[src/rtl/a2nv_pkg.sv]
// Shared types, constants and sample arithmetic for the ARGB to NV21 converter.
`timescale 1ns / 1ps
`default_nettype none

package a2nv_pkg;

    // Field and register widths
    localparam int ADDR_W         = 24;
    localparam int PIX_W          = 32;
    localparam int BYTE_W         = 8;
    localparam int CFG_DATA_W     = 13;
    localparam int FRAME_WIDTH_W  = 13;
    localparam int FRAME_HEIGHT_W = 12;
    localparam int CFG_IDX_W      = 2;
    // Wide enough to compare either dimension register against any size limit
    localparam int DIM_CMP_W      = 14;

    // Size limits and command queue depth
    localparam int MAX_WIDTH_DEF  = 4096;
    localparam int MAX_HEIGHT_DEF = 2048;
    localparam int CMD_DEPTH      = 2;

    // Register reset values
    localparam logic [FRAME_WIDTH_W-1:0]  FRAME_WIDTH_RST  = 13'd640;
    localparam logic [FRAME_HEIGHT_W-1:0] FRAME_HEIGHT_RST = 12'd480;

    // Register indexes
    typedef enum logic [CFG_IDX_W-1:0] {
        REG_FRAME_WIDTH  = 2'd0,
        REG_FRAME_HEIGHT = 2'd1
    } cfg_reg_t;

    // BT.601 integer coefficients
    localparam logic signed [17:0] C_YR  = 18'sd66;
    localparam logic signed [17:0] C_YG  = 18'sd129;
    localparam logic signed [17:0] C_YB  = 18'sd25;
    localparam logic signed [17:0] C_UR  = -18'sd38;
    localparam logic signed [17:0] C_UG  = -18'sd74;
    localparam logic signed [17:0] C_UB  = 18'sd112;
    localparam logic signed [17:0] C_VR  = 18'sd112;
    localparam logic signed [17:0] C_VG  = -18'sd94;
    localparam logic signed [17:0] C_VB  = -18'sd18;
    localparam logic signed [17:0] C_RND = 18'sd128;
    localparam logic signed [9:0]  OFS_Y = 10'sd16;
    localparam logic signed [9:0]  OFS_C = 10'sd128;
    localparam logic signed [9:0]  SAMPLE_MAX = 10'sd255;

    // One pixel's work as handed from the front end to the back end
    typedef struct packed {
        logic [ADDR_W-1:0] luma_addr;
        logic [ADDR_W-1:0] chroma_addr;
        logic [BYTE_W-1:0] y;
        logic [BYTE_W-1:0] v;
        logic [BYTE_W-1:0] u;
        logic              has_chroma;
        logic              eof;
    } a2nv_cmd_t;

    // Floor-shift a weighted sum by 8, add the offset and clamp to a byte
    function automatic logic [BYTE_W-1:0] clamp_sample(
        input logic signed [17:0] sum,
        input logic signed [9:0]  offset
    );
        logic signed [17:0] shifted;
        logic signed [9:0]  t;
        shifted = sum >>> 8;
        t = $signed(shifted[9:0]) + offset;
        if (t < 10'sd0) begin
            return '0;
        end else if (t > SAMPLE_MAX) begin
            return '1;
        end else begin
            return t[BYTE_W-1:0];
        end
    endfunction

endpackage

`default_nettype wire

[src/rtl/a2nv_cmd_fifo.sv]
// Short register queue of pixel commands between the front and back ends.
`timescale 1ns / 1ps
`default_nettype none

module a2nv_cmd_fifo
    import a2nv_pkg::*;
#(
    parameter int DEPTH = CMD_DEPTH
)
(
    input  wire logic      clk,
    input  wire logic      rst_n,
    input  wire logic      wr_en,
    input  wire a2nv_cmd_t wr_data,
    output logic           full,
    input  wire logic      rd_en,
    output a2nv_cmd_t      rd_data,
    output logic           empty
);

    localparam int PTR_W = $clog2(DEPTH);
    localparam int CNT_W = $clog2(DEPTH + 1);

    a2nv_cmd_t          mem_reg [DEPTH];
    logic [PTR_W-1:0]   wr_ptr_reg, wr_ptr_next;
    logic [PTR_W-1:0]   rd_ptr_reg, rd_ptr_next;
    logic [CNT_W-1:0]   count_reg, count_next;
    logic               do_wr, do_rd;

    assign full    = (count_reg == CNT_W'(DEPTH));
    assign empty   = (count_reg == '0);
    assign do_wr   = wr_en && !full;
    assign do_rd   = rd_en && !empty;
    assign rd_data = mem_reg[rd_ptr_reg];

    // Advance pointers and occupancy
    always_comb
    begin
        wr_ptr_next = wr_ptr_reg;
        rd_ptr_next = rd_ptr_reg;
        count_next  = count_reg;
        if (do_wr)
        begin
            wr_ptr_next = (wr_ptr_reg == PTR_W'(DEPTH - 1)) ? '0 : wr_ptr_reg + 1'b1;
        end
        if (do_rd)
        begin
            rd_ptr_next = (rd_ptr_reg == PTR_W'(DEPTH - 1)) ? '0 : rd_ptr_reg + 1'b1;
        end
        if (do_wr && !do_rd)
        begin
            count_next = count_reg + 1'b1;
        end
        else if (do_rd && !do_wr)
        begin
            count_next = count_reg - 1'b1;
        end
    end

    always_ff @(posedge clk or negedge rst_n)
    begin
        if (!rst_n)
        begin
            wr_ptr_reg <= '0;
            rd_ptr_reg <= '0;
            count_reg  <= '0;
        end
        else
        begin
            wr_ptr_reg <= wr_ptr_next;
            rd_ptr_reg <= rd_ptr_next;
            count_reg  <= count_next;
        end
    end

    // Store the written command
    always_ff @(posedge clk)
    begin
        if (do_wr)
        begin
            mem_reg[wr_ptr_reg] <= wr_data;
        end
    end

endmodule

`default_nettype wire

[src/rtl/a2nv_front.sv]
// Front end: frame registers, raster position tracking and color conversion.
`timescale 1ns / 1ps
`default_nettype none

module a2nv_front
    import a2nv_pkg::*;
#(
    parameter int MAX_WIDTH  = MAX_WIDTH_DEF,
    parameter int MAX_HEIGHT = MAX_HEIGHT_DEF
)
(
    input  wire logic                  clk,
    input  wire logic                  rst_n,
    input  wire logic                  cfg_write,
    input  wire logic [CFG_IDX_W-1:0]  cfg_index,
    input  wire logic [CFG_DATA_W-1:0] cfg_data,
    input  wire logic                  push,
    output logic                       full,
    input  wire logic [PIX_W-1:0]      pixel_argb,
    input  wire logic                  cmd_full,
    output logic                       cmd_push,
    output a2nv_cmd_t                  cmd
);

    localparam int WW    = $clog2(MAX_WIDTH + 1);
    localparam int HW    = $clog2(MAX_HEIGHT + 1);
    localparam int COL_W = $clog2(MAX_WIDTH);
    localparam int ROW_W = $clog2(MAX_HEIGHT);

    logic [FRAME_WIDTH_W-1:0]  frame_width_reg;
    logic [FRAME_HEIGHT_W-1:0] frame_height_reg;
    logic [COL_W-1:0]          col_reg, col_next;
    logic [ROW_W-1:0]          row_reg, row_next;
    logic [ADDR_W-1:0]         luma_reg, luma_next;
    logic [ADDR_W-1:0]         chroma_reg, chroma_next;
    logic [ADDR_W-1:0]         plane_size_reg, plane_size_next;
    logic                      restart_reg, restart_next;
    logic [WW-1:0]             eff_w;
    logic [HW-1:0]             eff_h;
    logic [WW+HW-1:0]          plane_prod;
    logic                      cfg_hit, accept, last_col, last_row, has_chroma;
    logic signed [17:0]        rs, gs, bs;
    logic signed [17:0]        sum_y, sum_u, sum_v;

    // Saturate the frame size to 1..limit
    always_comb
    begin
        if (frame_width_reg == '0)
        begin
            eff_w = WW'(1);
        end
        else if (DIM_CMP_W'(frame_width_reg) > DIM_CMP_W'(MAX_WIDTH))
        begin
            eff_w = WW'(MAX_WIDTH);
        end
        else
        begin
            eff_w = WW'(frame_width_reg);
        end
        if (frame_height_reg == '0)
        begin
            eff_h = HW'(1);
        end
        else if (DIM_CMP_W'(frame_height_reg) > DIM_CMP_W'(MAX_HEIGHT))
        begin
            eff_h = HW'(MAX_HEIGHT);
        end
        else
        begin
            eff_h = HW'(frame_height_reg);
        end
    end

    assign plane_prod      = eff_w * eff_h;
    assign plane_size_next = ADDR_W'(plane_prod);

    // Hold off requests while the queue is full or the plane size settles after a restart
    assign full     = cmd_full || restart_reg;
    assign accept   = push && !full;
    assign cmd_push = accept;
    assign cfg_hit  = cfg_write &&
                      (cfg_index == REG_FRAME_WIDTH || cfg_index == REG_FRAME_HEIGHT);

    // Classify the raster position
    assign last_col   = (WW'(col_reg) + 1'b1 == eff_w);
    assign last_row   = (HW'(row_reg) + 1'b1 == eff_h);
    assign has_chroma = !col_reg[0] && !row_reg[0];

    // Convert the pixel
    assign rs    = $signed({10'b0, pixel_argb[23:16]});
    assign gs    = $signed({10'b0, pixel_argb[15:8]});
    assign bs    = $signed({10'b0, pixel_argb[7:0]});
    assign sum_y = C_YR * rs + C_YG * gs + C_YB * bs + C_RND;
    assign sum_u = C_UR * rs + C_UG * gs + C_UB * bs + C_RND;
    assign sum_v = C_VR * rs + C_VG * gs + C_VB * bs + C_RND;

    always_comb
    begin
        cmd.luma_addr   = luma_reg;
        cmd.chroma_addr = chroma_reg;
        cmd.y           = clamp_sample(sum_y, OFS_Y);
        cmd.u           = clamp_sample(sum_u, OFS_C);
        cmd.v           = clamp_sample(sum_v, OFS_C);
        cmd.has_chroma  = has_chroma;
        cmd.eof         = last_col && last_row;
    end

    // Frame registers
    always_ff @(posedge clk or negedge rst_n)
    begin
        if (!rst_n)
        begin
            frame_width_reg  <= FRAME_WIDTH_RST;
            frame_height_reg <= FRAME_HEIGHT_RST;
        end
        else if (cfg_write)
        begin
            case (cfg_index)
                REG_FRAME_WIDTH:  frame_width_reg  <= cfg_data;
                REG_FRAME_HEIGHT: frame_height_reg <= FRAME_HEIGHT_W'(cfg_data);
                default:          ;
            endcase
        end
    end

    // Advance the raster position and plane addresses
    always_comb
    begin
        col_next     = col_reg;
        row_next     = row_reg;
        luma_next    = luma_reg;
        chroma_next  = chroma_reg;
        restart_next = restart_reg;
        if (cfg_hit)
        begin
            col_next     = '0;
            row_next     = '0;
            luma_next    = '0;
            restart_next = 1'b1;
        end
        else if (restart_reg)
        begin
            chroma_next  = plane_size_next;
            restart_next = 1'b0;
        end
        else if (accept)
        begin
            luma_next = luma_reg + 1'b1;
            if (has_chroma)
            begin
                chroma_next = chroma_reg + ADDR_W'(2);
            end
            if (last_col)
            begin
                col_next = '0;
                if (last_row)
                begin
                    row_next    = '0;
                    luma_next   = '0;
                    chroma_next = plane_size_reg;
                end
                else
                begin
                    row_next = row_reg + 1'b1;
                end
            end
            else
            begin
                col_next = col_reg + 1'b1;
            end
        end
    end

    always_ff @(posedge clk or negedge rst_n)
    begin
        if (!rst_n)
        begin
            col_reg     <= '0;
            row_reg     <= '0;
            luma_reg    <= '0;
            chroma_reg  <= '0;
            restart_reg <= 1'b1;
        end
        else
        begin
            col_reg     <= col_next;
            row_reg     <= row_next;
            luma_reg    <= luma_next;
            chroma_reg  <= chroma_next;
            restart_reg <= restart_next;
        end
    end

    // Capture the plane size during a restart
    always_ff @(posedge clk)
    begin
        if (restart_reg)
        begin
            plane_size_reg <= plane_size_next;
        end
    end

endmodule

`default_nettype wire

[src/rtl/a2nv_back.sv]
// Back end: serializes each pixel command into its Y byte and, on chroma sites, V and U bytes.
`timescale 1ns / 1ps
`default_nettype none

module a2nv_back
    import a2nv_pkg::*;
(
    input  wire logic         clk,
    input  wire logic         rst_n,
    input  wire a2nv_cmd_t    cmd,
    input  wire logic         cmd_empty,
    output logic              cmd_pop,
    output logic              empty,
    input  wire logic         pop,
    output logic [ADDR_W-1:0] byte_address,
    output logic [BYTE_W-1:0] byte_value,
    output logic              last_of_pixel,
    output logic              end_of_frame
);

    typedef enum logic [1:0] {
        PH_LUMA,
        PH_V,
        PH_U
    } phase_t;

    phase_t            phase_reg, phase_next;
    logic              out_valid_reg;
    logic [ADDR_W-1:0] addr_reg, addr_sel;
    logic [BYTE_W-1:0] value_reg, value_sel;
    logic              last_reg, last_sel;
    logic              eof_reg, eof_sel;
    logic              load, issue;

    // Load the output stage when it is free or being drained
    assign load    = !out_valid_reg || pop;
    assign issue   = load && !cmd_empty;
    assign cmd_pop = issue && last_sel;

    assign empty         = !out_valid_reg;
    assign byte_address  = addr_reg;
    assign byte_value    = value_reg;
    assign last_of_pixel = last_reg;
    assign end_of_frame  = eof_reg;

    // Pick the byte for the current phase
    always_comb
    begin
        unique case (phase_reg)
            PH_V:
            begin
                addr_sel   = cmd.chroma_addr;
                value_sel  = cmd.v;
                last_sel   = 1'b0;
                eof_sel    = 1'b0;
                phase_next = PH_U;
            end
            PH_U:
            begin
                addr_sel   = cmd.chroma_addr + 1'b1;
                value_sel  = cmd.u;
                last_sel   = 1'b1;
                eof_sel    = cmd.eof;
                phase_next = PH_LUMA;
            end
            default:
            begin
                addr_sel   = cmd.luma_addr;
                value_sel  = cmd.y;
                last_sel   = !cmd.has_chroma;
                eof_sel    = !cmd.has_chroma && cmd.eof;
                phase_next = cmd.has_chroma ? PH_V : PH_LUMA;
            end
        endcase
    end

    // Hold phase and output stage
    always_ff @(posedge clk or negedge rst_n)
    begin
        if (!rst_n)
        begin
            phase_reg     <= PH_LUMA;
            out_valid_reg <= 1'b0;
            addr_reg      <= '0;
            value_reg     <= '0;
            last_reg      <= 1'b0;
            eof_reg       <= 1'b0;
        end
        else if (load)
        begin
            out_valid_reg <= issue;
            if (issue)
            begin
                phase_reg <= phase_next;
                addr_reg  <= addr_sel;
                value_reg <= value_sel;
                last_reg  <= last_sel;
                eof_reg   <= eof_sel;
            end
        end
    end

endmodule

`default_nettype wire

[src/rtl/argb_to_nv21_converter_unit.sv]
// Top level of the ARGB to NV21 converter: front end, command queue, back end.
//
//  Channel   Direction  Handshake           Payload
//  -------   ---------  ------------------  ---------------------------------------------
//  pixel     in         push / full         pixel_argb
//  byte      out        empty / pop         byte_address, byte_value, last_of_pixel,
//                                           end_of_frame
//  config    in         cfg_write           cfg_index, cfg_data
//
// A pixel request is taken whenever full is low; the front end converts it and queues it.
// The back end sends one byte per cycle through a single output register while the byte
// side keeps popping; a pixel on an even row and column gives its Y, V and U bytes and any
// other only its Y byte, so the output byte port limits the pixel throughput.
// After reset and after any write to a frame register, full is held high while the
// chroma plane base (width times height) is computed.
// Either side may stall independently; the two-entry queue decouples them.
`timescale 1ns / 1ps
`default_nettype none

module argb_to_nv21_converter_unit
    import a2nv_pkg::*;
#(
    parameter int MAX_WIDTH  = MAX_WIDTH_DEF,
    parameter int MAX_HEIGHT = MAX_HEIGHT_DEF
)
(
    input  wire logic                  clk,
    input  wire logic                  rst_n,
    input  wire logic                  cfg_write,
    input  wire logic [CFG_IDX_W-1:0]  cfg_index,
    input  wire logic [CFG_DATA_W-1:0] cfg_data,
    input  wire logic                  push,
    output logic                       full,
    input  wire logic [PIX_W-1:0]      pixel_argb,
    output logic                       empty,
    input  wire logic                  pop,
    output logic [ADDR_W-1:0]          byte_address,
    output logic [BYTE_W-1:0]          byte_value,
    output logic                       last_of_pixel,
    output logic                       end_of_frame
);

    a2nv_cmd_t cmd_in, cmd_out;
    logic      cmd_push, cmd_full, cmd_pop, cmd_empty;

    a2nv_front #(
        .MAX_WIDTH  (MAX_WIDTH),
        .MAX_HEIGHT (MAX_HEIGHT)
    ) u_front (
        .clk        (clk),
        .rst_n      (rst_n),
        .cfg_write  (cfg_write),
        .cfg_index  (cfg_index),
        .cfg_data   (cfg_data),
        .push       (push),
        .full       (full),
        .pixel_argb (pixel_argb),
        .cmd_full   (cmd_full),
        .cmd_push   (cmd_push),
        .cmd        (cmd_in)
    );

    a2nv_cmd_fifo #(
        .DEPTH (CMD_DEPTH)
    ) u_cmd_fifo (
        .clk     (clk),
        .rst_n   (rst_n),
        .wr_en   (cmd_push),
        .wr_data (cmd_in),
        .full    (cmd_full),
        .rd_en   (cmd_pop),
        .rd_data (cmd_out),
        .empty   (cmd_empty)
    );

    a2nv_back u_back (
        .clk           (clk),
        .rst_n         (rst_n),
        .cmd           (cmd_out),
        .cmd_empty     (cmd_empty),
        .cmd_pop       (cmd_pop),
        .empty         (empty),
        .pop           (pop),
        .byte_address  (byte_address),
        .byte_value    (byte_value),
        .last_of_pixel (last_of_pixel),
        .end_of_frame  (end_of_frame)
    );

    // Frame end is only flagged on the closing byte of a pixel
    a_eof_is_last: assert property (@(posedge clk) disable iff (!rst_n)
        (!empty && end_of_frame) |-> last_of_pixel)
        else $error("end_of_frame without last_of_pixel");

    // A frame register write blocks requests on the next cycle
    a_cfg_blocks: assert property (@(posedge clk) disable iff (!rst_n)
        (cfg_write && (cfg_index == REG_FRAME_WIDTH || cfg_index == REG_FRAME_HEIGHT))
        |=> full)
        else $error("request window open right after a frame register write");

    // The command queue cannot be both full and empty
    a_cmd_queue: assert property (@(posedge clk) disable iff (!rst_n)
        !(cmd_full && cmd_empty))
        else $error("command queue full and empty at once");

    // The back end never takes a command from an empty queue
    a_cmd_pop: assert property (@(posedge clk) disable iff (!rst_n)
        cmd_pop |-> !cmd_empty)
        else $error("command taken from empty queue");

endmodule

`default_nettype wire

[config.mk]
export PLATFORM = sky130hd
export DESIGN_NAME = argb_to_nv21_converter_unit
export DESIGN_NICKNAME = d
export VERILOG_FILES = /design/src/rtl/a2nv_pkg.sv /design/src/rtl/a2nv_cmd_fifo.sv /design/src/rtl/a2nv_front.sv /design/src/rtl/a2nv_back.sv /design/src/rtl/argb_to_nv21_converter_unit.sv
export SDC_FILE = /design/constraint.sdc
export NUM_CORES = 1
export LEC_CHECK = 0
export BUFFER_PORTS_ARGS = -buffer_cell sky130_fd_sc_hd__buf_2
export CORE_MARGIN = 3
export CORE_UTILIZATION = 50
export CTS_CLUSTER_DIAMETER = 40
export DETAILED_ROUTE_END_ITERATION = 8
export PLACE_DENSITY = 0.72
export SLEW_MARGIN = 20
export SYNTH_ARGS = -nofsm -noshare
export SYNTH_HDL_FRONTEND = slang
export SYNTH_HIERARCHICAL = 1
export SYNTH_SLANG_ARGS = --single-unit
[constraint.sdc]
create_clock -name clk -period 12.6 [get_ports clk]
set_input_delay 1.26 -clock clk [delete_from_list [all_inputs] [get_ports clk]]
set_output_delay 1.26 -clock clk [all_outputs]
set_load 0.02 [all_outputs]
==> results by group <==
Logic synthesis
  – Top post-synthesis cells by count: inv_1 (373), ha_1 (363), nand2_1 (229)
  – Seq/Total Area, Yosys: 29.9%
  – Number of distinct library cells after synthesis: between 80 and 90
  – Asr flop ratio synth: 44.5%
  – Main synth FF type: edfxtp_1
  – Synth Register Bits: 310
  – Mapped Area: 0.0288 mm2
  – Yosys top cell by area: edfxtp_1
  – Synth area leaders: edfxtp_1 (18%), ha_1 (16%), fa_1 (15%)
  – Syn Nets: 3448
  – Yosys warning count: 6
  – EDFF count, synth: 172
  – Syn Area/Cell: 10.2 um2
  – Cells after Synth: 2816
  – Post-synth top area share: 17.9%
  – Top-count cell post-synth: inv_1

Final layout
  – Fin area: 0.0313 mm2
  – Synth-to-Final Area Change: 8.33%
  – Share of cells above drive strength 1: a little over a tenth
  – Number of flip-flops in the largest register: 148
  – # nets final: ~3500
  – Diodes inserted: 0
  – Fillcell total: 4767

Drt
  – Routed via count: 20700
  – Routed vias/inst: 5.68
  – Pre-Repair DR Iteration Count: 5
  – Drt wl/cell: 17.9 um
  – 1st-iter DRT viols: 1413
  – Total wire length: 65.2 mm
  – Antenna-violating nets left: 0
  – Residual DRC: 0

Clock tree
  – Post-CTS setup buffers: 0
  – Clk root buf: clkbuf_16
  – Clock Latency Late Sink: 0.55 ns
  – Reg clk slew, reported paths: roughly 0.060 ns
  – Post_cts resized: 0
  – Cts-stage hold buffer count: 0
  – Clock Tree Buf Depth: 3
  – CTS tree: yes
  – CTS H-tree depth: 2
  – CTS buffer count: 39
  – Clock sink count: 310

Setup path
  – Required time of the worst setup path: 12.85 ns
  – Crit Path Max Fanout: 10
  – R2R cell count: 21
  – Setup crit end kind: flip-flop
  – Most Frequent Cell on Critical Path: ha_1
  – Critical R2R Capture: u_front/chroma_reg[23]
  – Slowest cell on crit path: fa_1
  – R2R setup slack: 5.16 ns
  – Crit path kind: in -> reg
  – Crit path DAT: 8.40 ns
  – Crit path launch type: primary input
  – Crit path largest cell delay: around 0.51 ns
  – R2R Path Start: u_front/frame_width_reg[12]

STA
  – Final Setup Violations: 0
  – Final TNS setup: 0 ns
  – Setup Skew: 0.0360 ns
  – Max-slew violation count: 0
  – Final Hold Viols: 0
  – Unrepaired setup endpoints after global routing: false
  – Final min period: 8.15 ns
  – Worst Max-Slew Pin Slew: 1.12 ns
  – F_max: 123 MHz
  – Slew margin rel.: between 20% and 30%
  – Tcrit/Tclk final: 64.7%

Die
  – Total die area: slightly above 0.06 mm2
  – Die Wd: roughly 250 um
  – Row count: 87
  – I/O Pins: 88
  – Die Y: 246 um
  – Initial Util: 50.9%
  – Core Region: 0.0567 mm2

Global route
  – First-pass GRT wire length: ~110 mm
  – Congestion Overflow GR: 0
  – Initial antenna violation count: 0
  – Met2 GRT Util: 36.4%
  – Met1 Use GR: a little under a third
  – All-Layer GR Usage: ~22%
  – Largest net degree at the start of global routing: 81
  – Global route hottest layer: met2
  – Vias in the first global route: 21400
  – Met3 usage: 2.81%

Worst hold path
  – Hold path start: u_back/byte_value[6]
  – Hold EP: u_back/byte_value[6]
  – Worst hold-check path type: reg -> reg
  – Hold-critical path depth: 2

Power
  – P_leak: between 10 and 15 nW
  – VDD IR-drop max: 0.000364 V
  – Cell area power density: 285 mW/mm2

Placement
  – DP HPWL: ~49 mm
  – Port Buffers: 79
  – RePlAce Congestion: 0.890
  – Placed Area: 0.0299 mm2

Status
  – Status: completed

Run
  – Max cap viols: 0
==> power breakdown <==
group          total, mW  internal, mW  switching, mW
combinational       5.79          2.38           3.41
clock               1.13         0.680          0.449
sequential          2.00          1.79          0.206
==> cell type report <==
| type | count | area, um2 | area share, % |
|---|---|---|---|
| Multi-Input combinational cell | 2026 | 18300 | 58.6 |
| Sequential cell | 310 | 8630 | 27.6 |
| Inverter | 376 | 1410 | 4.52 |
| Clock buffer | 51 | 1080 | 3.46 |
| Tap cell | 756 | 946 | 3.03 |
| Timing Repair Buffer | 107 | 624 | 2.00 |
| Clock inverter | 20 | 231 | 0.741 |
==> kinds of logic after synthesis <==
| family | count (synthesis) | synth area share, % |
|---|---|---|
| buffers and inverters | 480 | 6.66 |
| adder cells (fa/ha/maj) | 580 | 30.8 |
| multiplexers | 125 | 5.45 |
| AND/OR/NAND/NOR | 659 | 11.2 |
| XOR/XNOR | 169 | 5.18 |
| AO/OA/AOI/OAI | 493 | 10.9 |
| flip-flops | 310 | 29.9 |
==> layout by cell type (no fill, tap or decap), drive strengths merged, types with 18 or more instances in the layout <==
master / synthesis / layout
and2: 23 / 23
ha: 363 / 363
nand2: 229 / 229
edfxtp: 172 / 172
nor2: 137 / 137
o21ai: 131 / 131
clkbuf: 77 / 51
nor2b: 38 / 38
mux2: 107 / 107
a21o: 47 / 47
nand2b: 26 / 26
nand3: 40 / 40
a21oi: 140 / 140
nor3: 54 / 54
xor2: 48 / 48
fa: 217 / 217
or3: 19 / 19
and3: 30 / 30
xnor2: 120 / 120
inv: 373 / 383
mux2i: 18 / 18
nand4: 18 / 18
dfrtp: 131 / 131
o21bai: 23 / 23
buf: 26 / 107
==> worst max-delay path: cells and delay by family <==
family | cells | cell delay [ns]
buf+inv | 3 | 0.62
simple gates | 4 | 0.59
fa+ha+maj | 9 | 3.45
compound gates | 10 | 2.08
xor+xnor | 2 | 0.39
==> metal layers <==
metal	up-vias	part of all wire, %	routed length (um)
li1	9749	-	-
met2	610	48	31300
met5	-	0	0
met1	10200	45	29100
met4	0	2.2	1420
met3	104	5.1	3350
==> metrics by stage <==
stage,power (mW),instances,util (%),setup slack (ns),hold slack [ns]
final,8.91,3646,55.1,4.45,0.473
after global routing,9.75,3646,55.1,4.00,0.515
after CTS,8.93,3645,55.1,4.46,0.479
after detailed placement,7.74,3574,52.7,3.90,0.465
after global placement,7.46,3574,52.7,4.16,0.457
after floorplan,6.32,2816,-,4.96,0.443
==> worst max path at each step <==
stage,to,slack (ns),cells after the start,startpoint
finish,u_cmd_fifo/mem_reg[0][8],4.45,28,pixel_argb[21]
global route,u_cmd_fifo/mem_reg[1][6],4.00,34,pixel_argb[18]
CTS,u_cmd_fifo/mem_reg[0][8],4.46,28,pixel_argb[21]
detailed placement,u_cmd_fifo/mem_reg[1][6],3.90,29,pixel_argb[21]
global placement,u_cmd_fifo/mem_reg[0][7],4.16,32,pixel_argb[10]
floorplan,u_cmd_fifo/mem_reg[0][8],4.96,31,pixel_argb[10]
No activity file was read; power rests on OpenSTA's default activity.
